### config.mk
export PLATFORM = sky130hd
export DESIGN_NAME = cha_queue
export DESIGN_NICKNAME = d
export VERILOG_FILES = /design/src/hdl/cha_pkg.sv /design/src/hdl/cha_queue.sv
export SDC_FILE = /design/constraint.sdc
export NUM_CORES = 1
export LEC_CHECK = 0
export BUFFER_PORTS_ARGS = -buffer_cell sky130_fd_sc_hd__buf_2
export CORE_UTILIZATION = 52
export CTS_CLUSTER_SIZE = 25
export DETAILED_ROUTE_END_ITERATION = 10
export HOLD_SLACK_MARGIN = 0.06
export PLACE_DENSITY = 0.9
export SETUP_SLACK_MARGIN = 0.05
export SYNTH_ARGS = -nofsm -noshare
export SYNTH_HDL_FRONTEND = slang
export SYNTH_SLANG_ARGS = --single-unit
### constraint.sdc
create_clock -name i_clk -period 4.9 [get_ports i_clk]
set_input_delay 0.245 -clock i_clk [delete_from_list [all_inputs] [get_ports i_clk]]
set_output_delay 0.245 -clock i_clk [all_outputs]
set_load 0.05 [all_outputs]
### src/hdl/cha_pkg.sv
// Shared types and constants for the chained hash accumulator.
// Transaction structs, entry layout, status codes and back-end states.
// No dependencies.
package cha_pkg;

    localparam int KEY_W            = 60;
    localparam int DIST_W           = 20;
    localparam int VIS_W            = 16;
    localparam int DSUM_W           = 32;
    localparam int COLL_W           = 16;
    localparam int ENTRY_COUNT      = 64;
    localparam int EIDX_W           = $clog2(ENTRY_COUNT);
    localparam int CNT_W            = $clog2(ENTRY_COUNT + 1);
    localparam int BUCKET_COUNT_DEF = 47;
    localparam int DIG_W            = 8;
    localparam int NDIG             = (KEY_W + DIG_W - 1) / DIG_W;
    localparam int QUEUE_DEPTH      = 2;

    localparam logic REQ_INSERT = 1'b0;
    localparam logic REQ_RECORD = 1'b1;

    typedef enum logic [2:0] {
        ST_INSERTED = 3'd0,
        ST_COLLIDE  = 3'd1,
        ST_FULL     = 3'd2,
        ST_MATCHED  = 3'd3,
        ST_NO_MATCH = 3'd4
    } t_status;

    typedef enum logic [1:0] {
        BK_IDLE,
        BK_HEAD,
        BK_WALK,
        BK_DONE
    } t_back_state;

    typedef struct packed {
        logic              req_type;
        logic [KEY_W-1:0]  key_id;
        logic [DIST_W-1:0] trip_distance;
    } t_in_item;

    typedef struct packed {
        t_status           status;
        logic [EIDX_W-1:0] entry_index;
        logic [CNT_W-1:0]  match_count;
        logic [VIS_W-1:0]  visit_total;
        logic [DSUM_W-1:0] distance_total;
        logic [COLL_W-1:0] collision_total;
    } t_out_item;

    typedef struct packed {
        logic              link_vld;
        logic [EIDX_W-1:0] link;
        logic [KEY_W-1:0]  key;
        logic [VIS_W-1:0]  visits;
        logic [DSUM_W-1:0] dsum;
    } t_entry;

endpackage

### src/hdl/cha_queue.sv
// Short queue between the hashing front end and the table back end.
// Depends on cha_pkg.
module cha_queue #(
    parameter int BUCKET_COUNT = cha_pkg::BUCKET_COUNT_DEF,
    localparam int BKT_W       = $clog2(BUCKET_COUNT)
) (
    input  logic                i_clk,
    input  logic                i_rst_n,
    input  logic                i_valid,
    output logic                o_stall,
    input  cha_pkg::t_in_item   i_item,
    input  logic [BKT_W-1:0]    i_bucket,
    output logic                o_valid,
    input  logic                i_pop,
    output cha_pkg::t_in_item   o_item,
    output logic [BKT_W-1:0]    o_bucket
);

    localparam int PTR_W = (cha_pkg::QUEUE_DEPTH > 1) ? $clog2(cha_pkg::QUEUE_DEPTH) : 1;
    localparam int QCNT_W = $clog2(cha_pkg::QUEUE_DEPTH + 1);

    cha_pkg::t_in_item r_item [cha_pkg::QUEUE_DEPTH];
    logic [BKT_W-1:0]  r_bkt  [cha_pkg::QUEUE_DEPTH];
    logic [PTR_W-1:0]  r_wp;
    logic [PTR_W-1:0]  r_rp;
    logic [QCNT_W-1:0] r_cnt;
    logic              w_push;
    logic              w_pop;

    assign o_stall  = (r_cnt == QCNT_W'(cha_pkg::QUEUE_DEPTH));
    assign o_valid  = (r_cnt != '0);
    assign w_push   = i_valid && !o_stall;
    assign w_pop    = i_pop && o_valid;
    assign o_item   = r_item[r_rp];
    assign o_bucket = r_bkt[r_rp];

    always_ff @(posedge i_clk) begin
        if (!i_rst_n) begin
            r_wp  <= '0;
            r_rp  <= '0;
            r_cnt <= '0;
        end else begin
            if (w_push) begin
                r_wp <= (r_wp == PTR_W'(cha_pkg::QUEUE_DEPTH - 1)) ? '0 : r_wp + PTR_W'(1);
            end
            if (w_pop) begin
                r_rp <= (r_rp == PTR_W'(cha_pkg::QUEUE_DEPTH - 1)) ? '0 : r_rp + PTR_W'(1);
            end
            if (w_push && !w_pop) begin
                r_cnt <= r_cnt + QCNT_W'(1);
            end else if (w_pop && !w_push) begin
                r_cnt <= r_cnt - QCNT_W'(1);
            end
        end
    end

    always_ff @(posedge i_clk) begin
        if (w_push) begin
            r_item[r_wp] <= i_item;
            r_bkt[r_wp]  <= i_bucket;
        end
    end

endmodule

==> results.ini <==
[synth]
synth.area.top_cells = edfxtp_1 (79%), mux2_2 (9.7%), mux2_4 (6.8%)
ys.flop_type = edfxtp_1
seq_area_frac_synth_pct = 80.3
synth.cell_area_um2 = 6640
syn_nets = 388
ys_types = 23
synth_cells = 296
synth-edff-count = 174
synth_top_area_share_pct = 78.7
synth.avg_cell_area_um2 = 22.4
async_flop_share_pct = 0
yosys.cell_count.top_type = edfxtp_1
synth_warnings = 0
ys_top_cells_by_count = edfxtp_1 (174), mux2_2 (57), mux2_4 (30)
synth_top_cell_by_area = edfxtp_1
ys_ff_latch = 179

[clock_network]
cts_tree = built
clkTransAtPathRegs_ns = 0.07
cts.repair.resized = 0
cts_setup_buffers = 0
cts_inserted_buffers = 17
cts_sinks = 179
cts-htree-levels = 4
clk_latency_ns = 0.42
clockRootBuffer = clkbuf_16
cts_buffer_depth = 2

[detailed_routing]
first_pass_iters = 4
vias = 3718
route.detailed.drc = 0
dr.first_iter.drc_count = 267
post_drt_wl_per_cell_um = 17.9
routed_via_density = 4.91
totalWireLength_mm = 13.6
ant_nets = 0

[cells_and_area]
syn2layout_area_growth_pct = 38.8
fin_area_um2 = 9210
fin_util_pct = 75.4
fin_nets = 667
final_cells = 757
drive_above_1_share_pct = 52.2

[placement]
portBuffers = 179
dp_cells = 637
gp_congestion = 0.675
dp_hpwl_mm = 7.67
pre_cts_slack_ns = 2.55
place_area_um2 = 7700

[sta]
whs_ns = 0.0952
slew_headroom_pct = 42.7
fmax_ghz = 0.360
skew_ns = 0.00792
fin_crit_sh_pct = 56.6
setup_violations = 0
maxSlewViolCount = 0
worst_slew_pin_slew_ns = 0.859
rsz0062_at_grt = no
tns_ns = 0
layout_min_cycle_time_ns = 2.77
setup_slack_ns = 2.13
hold_viol = 0

[setup_path]
reg2reg_to = r_bkt[1][2]$_DFFE_PP_
crit_arrival_ns = 2.53
crit_end = o_item[65]
rr_startpoint = r_cnt[0]$_SDFFE_PN0P_
critPathMaxFanout = 59
worstRegToRegCells = 3
rrSetupSlack_ns = 2.61
endpoint_kind = output pin
start_kind = register
critical_path_required_ns = 4.66
criticalPathCategory = reg2out

[pwr]
max-vdd-ir-drop_uv = 514
total_power_mw = 5.30
power_density_nw_per_um2 = 576
leakagePower_nw = 3.55

[grt]
grt_usage_pct = 21.5
grt_pass1_wl_mm = 20.3
grt-ovfl-total = 0
grt_max_degree = 60
first_global_vias = 4015
grt_antenna_before_repair = 1

[outcome]
outcome = finished, final reports clean

[floorplanning]
start_util_pct = 54.3
fp.coreArea_um2 = 12200
die_h_um = 115
io_pins = 180
die_w_um = 115
die-area_um2 = 13200
rows = 40

[job]
drv_cap = 0

[min_path]
min_path_type = in2reg

-- cell families (layout without fill, tap and decap cells) --
logic type      Yosys count  in the layout  share of synthesized area [%]
simple gates              9              9                          0.868
compound gates            5              5                          0.490
other cells               0              1                              0
mux                      87             87                           16.5
buf+inv                  12            304                           1.34
xor+xnor                  3              3                          0.396
fa+ha+maj                 1              1                          0.189
flops                   179            179                           80.3
-- layout make-up --
class / count / area (um^2)
sequential: 179 / 5330
fill: 723 / 3000
timing repair buffer: 270 / 1800
multi-input combinational: 105 / 1230
clock buffer: 17 / 425
tap: 168 / 210
clock inverter: 15 / 205
inverter: 2 / 7.51
antenna: 1 / 2.50
-- how the worst min path moves through the flow --
stage          slack, ns                      end        start  cells past startpoint
2_1_floorplan       0.34    r_bkt[0][0]$_DFFE_PP_  i_bucket[0]                      0
3_3_place_gp        0.43  r_item[0][26]$_DFFE_PP_   i_item[26]                      1
3_5_place_dp        0.44  r_item[1][76]$_DFFE_PP_   i_item[76]                      1
4_1_cts             0.08    r_cnt[0]$_SDFFE_PN0P_      i_rst_n                      2
5_1_grt             0.08        r_wp$_SDFFE_PN0P_      i_rst_n                      2
6_report             0.1        r_wp$_SDFFE_PN0P_      i_rst_n                      2
-- routing by layer --
metal	wire (um)	GRT usage (%)
met5	0	0
met1	5020	22.5
met2	7460	39.4
met3	727	6.22
met4	365	10.5
-- worst max-delay path: stages (launching register included) --
cell and delay [ns]:
dfxtp_4 0.92, buf_4 0.56, mux2_2 0.40, buf_2 0.21
-- report_power, final --
part           internal, mW  total [mW]  switching (mW)
Clock                 0.860        1.43           0.568
Combinational         0.567        1.82            1.25
Sequential             1.93        2.06           0.132
-- state kept, by name (all words and copies together), names as in the netlist, named ones only --
signal / flops
r_bkt: 12
r_cnt: 2
r_item: 162
r_rp: 1
r_wp: 1
-- cells in the final DEF, fill, tap and decap left out, types with 4 or more instances in the layout --
cell type      netlist  final
bufinv_16            0      4
dlygate4sd3_1        0     87
buf_4                0      4
buf_2                5    179
dfxtp_1              5      4
inv_6                0      4
mux2_4              30     30
clkinv_4             0      4
mux2_2              57     57
clkbuf_16            0     17
edfxtp_1           174    174
-- what timing repair did --
item                       4_1_cts  5_1_grt
hold endpoints to repair       174        0
hold buffers                    87        0
setup endpoints to repair        0        0
No activity file was read; power rests on OpenSTA's default activity.
