`config.mk`:
```
export PLATFORM = sky130hd
export DESIGN_NAME = cha_front
export DESIGN_NICKNAME = d
export VERILOG_FILES = /design/src/hdl/cha_pkg.sv /design/src/hdl/cha_front.sv
export SDC_FILE = /design/constraint.sdc
export NUM_CORES = 1
export LEC_CHECK = 0
export BUFFER_PORTS_ARGS = -buffer_cell sky130_fd_sc_hd__buf_4
export CORE_MARGIN = 4
export CORE_UTILIZATION = 59
export DETAILED_ROUTE_END_ITERATION = 8
export PLACE_DENSITY = 0.86
export SYNTH_ARGS = -nofsm -noshare
export SYNTH_HDL_FRONTEND = slang
export SYNTH_SLANG_ARGS = --single-unit
```
`constraint.sdc`:
```
create_clock -name i_clk -period 21.8 [get_ports i_clk]
set_clock_uncertainty 0.1 [all_clocks]
set_input_delay 1.09 -clock i_clk [delete_from_list [all_inputs] [get_ports i_clk]]
set_output_delay 1.09 -clock i_clk [all_outputs]
set_load 0.005 [all_outputs]
```
`src/hdl/cha_pkg.sv`:
```
// Shared types and constants for the chained hash accumulator.
// Transaction structs, entry layout, status codes and back-end states.
// No dependencies.
package cha_pkg;

    localparam int KEY_W            = 60;
    localparam int DIST_W           = 20;
    localparam int VIS_W            = 16;
    localparam int DSUM_W           = 32;
    localparam int COLL_W           = 16;
    localparam int ENTRY_COUNT      = 64;
    localparam int EIDX_W           = $clog2(ENTRY_COUNT);
    localparam int CNT_W            = $clog2(ENTRY_COUNT + 1);
    localparam int BUCKET_COUNT_DEF = 47;
    localparam int DIG_W            = 8;
    localparam int NDIG             = (KEY_W + DIG_W - 1) / DIG_W;
    localparam int QUEUE_DEPTH      = 2;

    localparam logic REQ_INSERT = 1'b0;
    localparam logic REQ_RECORD = 1'b1;

    typedef enum logic [2:0] {
        ST_INSERTED = 3'd0,
        ST_COLLIDE  = 3'd1,
        ST_FULL     = 3'd2,
        ST_MATCHED  = 3'd3,
        ST_NO_MATCH = 3'd4
    } t_status;

    typedef enum logic [1:0] {
        BK_IDLE,
        BK_HEAD,
        BK_WALK,
        BK_DONE
    } t_back_state;

    typedef struct packed {
        logic              req_type;
        logic [KEY_W-1:0]  key_id;
        logic [DIST_W-1:0] trip_distance;
    } t_in_item;

    typedef struct packed {
        t_status           status;
        logic [EIDX_W-1:0] entry_index;
        logic [CNT_W-1:0]  match_count;
        logic [VIS_W-1:0]  visit_total;
        logic [DSUM_W-1:0] distance_total;
        logic [COLL_W-1:0] collision_total;
    } t_out_item;

    typedef struct packed {
        logic              link_vld;
        logic [EIDX_W-1:0] link;
        logic [KEY_W-1:0]  key;
        logic [VIS_W-1:0]  visits;
        logic [DSUM_W-1:0] dsum;
    } t_entry;

endpackage

```
`src/hdl/cha_front.sv`:
```
// Front end: accepts request transactions and reduces the key modulo the bucket
// count, one key byte per cycle. Depends on cha_pkg.
module cha_front #(
    parameter int BUCKET_COUNT = cha_pkg::BUCKET_COUNT_DEF,
    localparam int BKT_W       = $clog2(BUCKET_COUNT)
) (
    input  logic                i_clk,
    input  logic                i_rst_n,
    input  logic                i_in_valid,
    output logic                o_in_stall,
    input  cha_pkg::t_in_item   i_in_data,
    output logic                o_q_valid,
    input  logic                i_q_stall,
    output cha_pkg::t_in_item   o_q_item,
    output logic [BKT_W-1:0]    o_q_bucket
);

    localparam int PAD_W  = cha_pkg::NDIG * cha_pkg::DIG_W;
    localparam int DCNT_W = (cha_pkg::NDIG > 1) ? $clog2(cha_pkg::NDIG) : 1;
    localparam logic [BKT_W:0] BKT_DIV = (BKT_W + 1)'(BUCKET_COUNT);

    logic                r_busy;
    logic                r_done;
    logic [DCNT_W-1:0]   r_dig;
    logic [PAD_W-1:0]    r_shift;
    logic [BKT_W-1:0]    r_rem;
    logic [BKT_W-1:0]    n_rem;
    cha_pkg::t_in_item   r_item;
    logic                w_accept;
    logic                w_push;

    assign o_in_stall = r_busy && !(r_done && !i_q_stall);
    assign w_accept   = i_in_valid && !o_in_stall;
    assign w_push     = r_done && !i_q_stall;
    assign o_q_valid  = r_done;
    assign o_q_item   = r_item;
    assign o_q_bucket = r_rem;

    // restoring reduction, MSB first
    always_comb begin
        logic [BKT_W:0]   w_t;
        logic [BKT_W-1:0] w_r;
        w_r = r_rem;
        w_t = '0;
        for (int i = 0; i < cha_pkg::DIG_W; i++) begin
            w_t = {w_r, r_shift[PAD_W-1-i]};
            if (w_t >= BKT_DIV) begin
                w_t = w_t - BKT_DIV;
            end
            w_r = w_t[BKT_W-1:0];
        end
        n_rem = w_r;
    end

    always_ff @(posedge i_clk) begin
        if (!i_rst_n) begin
            r_busy <= 1'b0;
            r_done <= 1'b0;
        end else begin
            if (w_accept) begin
                r_busy <= 1'b1;
                r_done <= 1'b0;
            end else if (w_push) begin
                r_busy <= 1'b0;
                r_done <= 1'b0;
            end else if (r_busy && !r_done && r_dig == '0) begin
                r_done <= 1'b1;
            end
        end
    end

    always_ff @(posedge i_clk) begin
        if (w_accept) begin
            r_item  <= i_in_data;
            r_shift <= PAD_W'(i_in_data.key_id);
            r_rem   <= '0;
            r_dig   <= DCNT_W'(cha_pkg::NDIG - 1);
        end else if (r_busy && !r_done) begin
            r_shift <= r_shift << cha_pkg::DIG_W;
            r_rem   <= n_rem;
            r_dig   <= r_dig - DCNT_W'(1);
        end
    end

endmodule

```
==> metrics.txt <==
# TYPE chip_impl_metric gauge
chip_impl_info{name="status",value="finished clean"} 1
chip_impl_metric{name="die-area",unit="um2"} 14850
chip_impl_metric{name="drt_drc_violations_left",unit=""} 0
chip_impl_metric{name="io_pins",unit=""} 174
chip_impl_info{name="hold_path_end",value="r_shift[62]"} 1
chip_impl_metric{name="crit_buf_inv",unit=""} 2
chip_impl_info{name="yosys-top-cells-area",value="sky130_fd_sc_hd__edfxtp_1, sky130_fd_sc_hd__mux2_2, sky130_fd_sc_hd__dfxtp_1"} 1
chip_impl_info{name="worstReg2RegStart",value="o_q_bucket[0]"} 1
chip_impl_info{name="path_common_cell",value="sky130_fd_sc_hd__ha_1"} 1
chip_impl_metric{name="nNetsFinal",unit=""} 826
chip_impl_metric{name="cts_hold_buf",unit=""} 0
chip_impl_metric{name="synth_edf_count",unit=""} 141
chip_impl_info{name="most_used_flip_flop_cell_after_synthesis",value="sky130_fd_sc_hd__edfxtp_1"} 1
chip_impl_metric{name="worst_hold_depth",unit=""} 2
chip_impl_metric{name="cts_num_sinks",unit=""} 156
chip_impl_metric{name="timing.max_slew.rel_slack",unit="%"} 34.47
chip_impl_info{name="critical-path-top-delay-family",value="compound AO/OA/AOI/OAI gates"} 1
chip_impl_metric{name="cts-buffers-inserted",unit=""} 17
chip_impl_metric{name="maximum_number_of_pins_on_one_net_before_global_route_repair",unit=""} 80
chip_impl_metric{name="worstPathMaxFanout",unit=""} 11
chip_impl_metric{name="slew_violations",unit=""} 0
chip_impl_metric{name="post_cts_resize_count",unit=""} 0
chip_impl_info{name="critPathCaptureType",value="flop"} 1
chip_impl_info{name="synth_top_cells_by_count",value="sky130_fd_sc_hd__edfxtp_1, sky130_fd_sc_hd__mux2_2, sky130_fd_sc_hd__nand2_1"} 1
chip_impl_metric{name="placeableCoreArea",unit="um2"} 12670
chip_impl_metric{name="synth.yosys.seq_area_share",unit="%"} 59.27
chip_impl_metric{name="drt.antenna.violating_nets",unit=""} 0
chip_impl_metric{name="cts-root-to-sink-buffers",unit=""} 2
chip_impl_metric{name="final_layout_size_suffix_gt1_share",unit="%"} 41.53
chip_impl_metric{name="final_min_period_over_clock_period",unit="%"} 51.53
chip_impl_metric{name="total_negative_setup_slack",unit="ps"} 0
chip_impl_info{name="setup_repair_after_global_routing_missed_its_margin",value="no"} 1
chip_impl_metric{name="register_area",unit="um2"} 4534
chip_impl_metric{name="detail_route.iter0.violations",unit=""} 537
chip_impl_metric{name="fmax",unit="GHz"} 0.08901
chip_impl_info{name="hold_path.class",value="reg2reg"} 1
chip_impl_metric{name="postSynth.asyncResetShare",unit="%"} 0
chip_impl_metric{name="clock_latency",unit="ps"} 430
chip_impl_metric{name="post-dp-hpwl",unit="um"} 13180
chip_impl_metric{name="worst_r2r_path_depth",unit=""} 44
chip_impl_info{name="library_cell_occupying_the_most_area_in_the_post_synthesis_netlist",value="sky130_fd_sc_hd__edfxtp_1"} 1
chip_impl_info{name="worst-setup-path-type",value="reg2reg"} 1
chip_impl_metric{name="worst-endpoint-required",unit="ps"} 21970
chip_impl_metric{name="yosysWarningCount",unit=""} 0
chip_impl_metric{name="maxCapViolations",unit=""} 0
chip_impl_metric{name="finalHoldViolCount",unit=""} 0
chip_impl_metric{name="number_of_antenna_violations_at_the_first_check_in_global_routing",unit=""} 0
chip_impl_metric{name="worst_ep_arrival_time",unit="ps"} 11400
chip_impl_metric{name="finished_core_util",unit="%"} 76.01
chip_impl_metric{name="cp_slowest_stage_delay",unit="ps"} 600
chip_impl_metric{name="yosys.area.top_type_share",unit="%"} 55.35
chip_impl_metric{name="detail_route.vias_per_cell",unit=""} 6.221
chip_impl_metric{name="path_clk_slew",unit="ps"} 70
chip_impl_metric{name="grt_pass1_wl",unit="um"} 31960
chip_impl_metric{name="synthToLayoutAreaGrowth",unit="%"} 25.91
chip_impl_metric{name="post-route-worst-setup-slack",unit="ps"} 10570
chip_impl_metric{name="distinct_cell_type_count_after_synthesis",unit=""} 92
chip_impl_info{name="cts_tree",value="yes"} 1
chip_impl_info{name="yosys.cell_count.top_type",value="sky130_fd_sc_hd__edfxtp_1"} 1
chip_impl_metric{name="detailedPlace.worstSlack",unit="ps"} 10970
chip_impl_info{name="clk_root_buffer_cell",value="sky130_fd_sc_hd__clkbuf_16"} 1
chip_impl_metric{name="post_syn_instances",unit=""} 559
chip_impl_metric{name="count_of_state_elements_after_synthesis",unit=""} 156
chip_impl_metric{name="groute.usage.overall",unit="%"} 28.33
chip_impl_metric{name="post_synth_instance_area",unit="um2"} 7650
chip_impl_metric{name="wire_per_inst",unit="um"} 22.40
chip_impl_metric{name="cts_setup_buffers",unit=""} 0
chip_impl_metric{name="vias",unit=""} 5698
chip_impl_metric{name="grt_pass1_vias",unit=""} 5709
chip_impl_metric{name="tritonroute_pass_1_iters",unit=""} 5
chip_impl_metric{name="synthesis.nets",unit=""} 654
chip_impl_metric{name="rrSetupSlack",unit="ps"} 10570
chip_impl_metric{name="initial_cell_density_of_the_core",unit="%"} 60.37
chip_impl_metric{name="die_height",unit="um"} 121.9
chip_impl_metric{name="globalRoute.totalOverflow",unit=""} 0
chip_impl_metric{name="floorplan.die.width",unit="um"} 121.9
chip_impl_metric{name="final.min_clock_period",unit="ps"} 11230
chip_impl_metric{name="htree_depth",unit=""} 4
chip_impl_metric{name="post_synth.cell_area_avg",unit="um2"} 13.68
chip_impl_info{name="critical-path-slowest-cell",value="sky130_fd_sc_hd__a311oi_1"} 1
chip_impl_metric{name="setup_viol_count_final",unit=""} 0
chip_impl_metric{name="num_antenna_cells",unit=""} 0
chip_impl_info{name="timing.hold.worst.start",value="r_shift[54]"} 1
chip_impl_info{name="setup.worst_path.start_class",value="flop"} 1
chip_impl_metric{name="worst_margin_slew",unit="ps"} 982.9
chip_impl_metric{name="std_cell_rows",unit=""} 41
chip_impl_metric{name="area_of_the_multi_input_gates",unit="um2"} 2959
chip_impl_metric{name="port-buffer-count",unit=""} 173
chip_impl_metric{name="routed_wirelength",unit="um"} 20510
chip_impl_metric{name="filler_cell_count",unit=""} 724
chip_impl_info{name="r2r_end",value="o_q_bucket[3]"} 1
chip_impl_metric{name="gpl.final_weighted_congestion",unit=""} 0.8955
==> cell type report <==
type	instances	share of cell area, %
Clock buffer	17	4.417
Clock inverter	15	1.325
Inverter	15	0.5846
Multi-Input combinational cell	366	30.72
Sequential cell	156	47.08
Tap cell	172	2.234
Timing Repair Buffer	175	13.64
==> worst min-delay path, stage by stage (launching register included) <==
cell                       delay [ps]
sky130_fd_sc_hd__edfxtp_1         320
sky130_fd_sc_hd__nand2_1           50
sky130_fd_sc_hd__o31ai_1           50
==> logic make-up (layout without fill, tap and decap cells) <==
family	Yosys count	after routing	share of synthesized area, %
flip-flops	156	156	59.27
adder cells (fa/ha/maj)	10	10	1.636
AND/OR/NAND/NOR	134	134	10.06
XOR/XNOR	15	15	1.816
AO/OA/AOI/OAI	136	136	14.59
multiplexers	71	71	10.55
buffers and inverters	37	222	2.077
==> how the worst max path moves through the flow <==
stage / from / end / slack, ps / depth (start not counted)
after detailed placement: o_q_bucket[0] / o_q_bucket[3] / 10970 / 44
after CTS: o_q_bucket[0] / o_q_bucket[3] / 10800 / 44
after floorplan: o_q_bucket[0] / o_q_bucket[3] / 12200 / 46
final: o_q_bucket[0] / o_q_bucket[3] / 10570 / 44
after global placement: o_q_bucket[0] / o_q_bucket[3] / 11650 / 44
after global routing: o_q_bucket[0] / o_q_bucket[3] / 9800 / 44
==> metrics by stage <==
stage | hold slack [ps] | instances | area (um2)
detailed placement | 339.5 | 884 | 9079
global placement | 327.8 | 884 | 9079
CTS | 357.3 | 916 | 9632
finish | 353.9 | 916 | 9632
global route | 386.1 | 916 | 9632
floorplan | 317.6 | 559 | 7650
==> metal layers <==
| metal | wire, um | share of wire, % | up-vias | GRT usage (%) |
|---|---|---|---|---|
| li1 | - | - | 2549 | - |
| met1 | 7458 | 36 | 2787 | 33.94 |
| met2 | 10910 | 53 | 321 | 50.14 |
| met3 | 1762 | 8.6 | 41 | 9.053 |
| met4 | 383 | 1.9 | 0 | 6.373 |
| met5 | 0 | 0 | - | 0 |
==> flip-flops by register name, summed over array words and instances (netlist names) <==
signal,cells
r_busy,1
o_q_bucket,6
r_dig,3
o_q_valid,1
r_shift,64
o_q_item,81
==> placed cells by master (no fill, tap or decap), drive strengths merged, types with 4 or more instances in the layout <==
master / count
and3: 16
o211ai: 8
a31oi: 10
o31a: 5
o2111ai: 4
nor2: 24
a21oi: 25
a211oi: 6
dfxtp: 15
mux2i: 16
a21boi: 4
xnor2: 11
nand2: 33
nor2b: 6
clkinv: 5
inv: 24
xor2: 4
mux2: 55
buf: 175
and2: 7
nor3: 5
clkbuf: 17
nand3: 17
edfxtp: 141
ha: 10
nand3b: 5
a21o: 4
o21ai: 25
a211o: 4
Power is left out: the tool's default activity adds up to more than one toggle a clock period on the data nets, which glitch-free logic cannot reach.
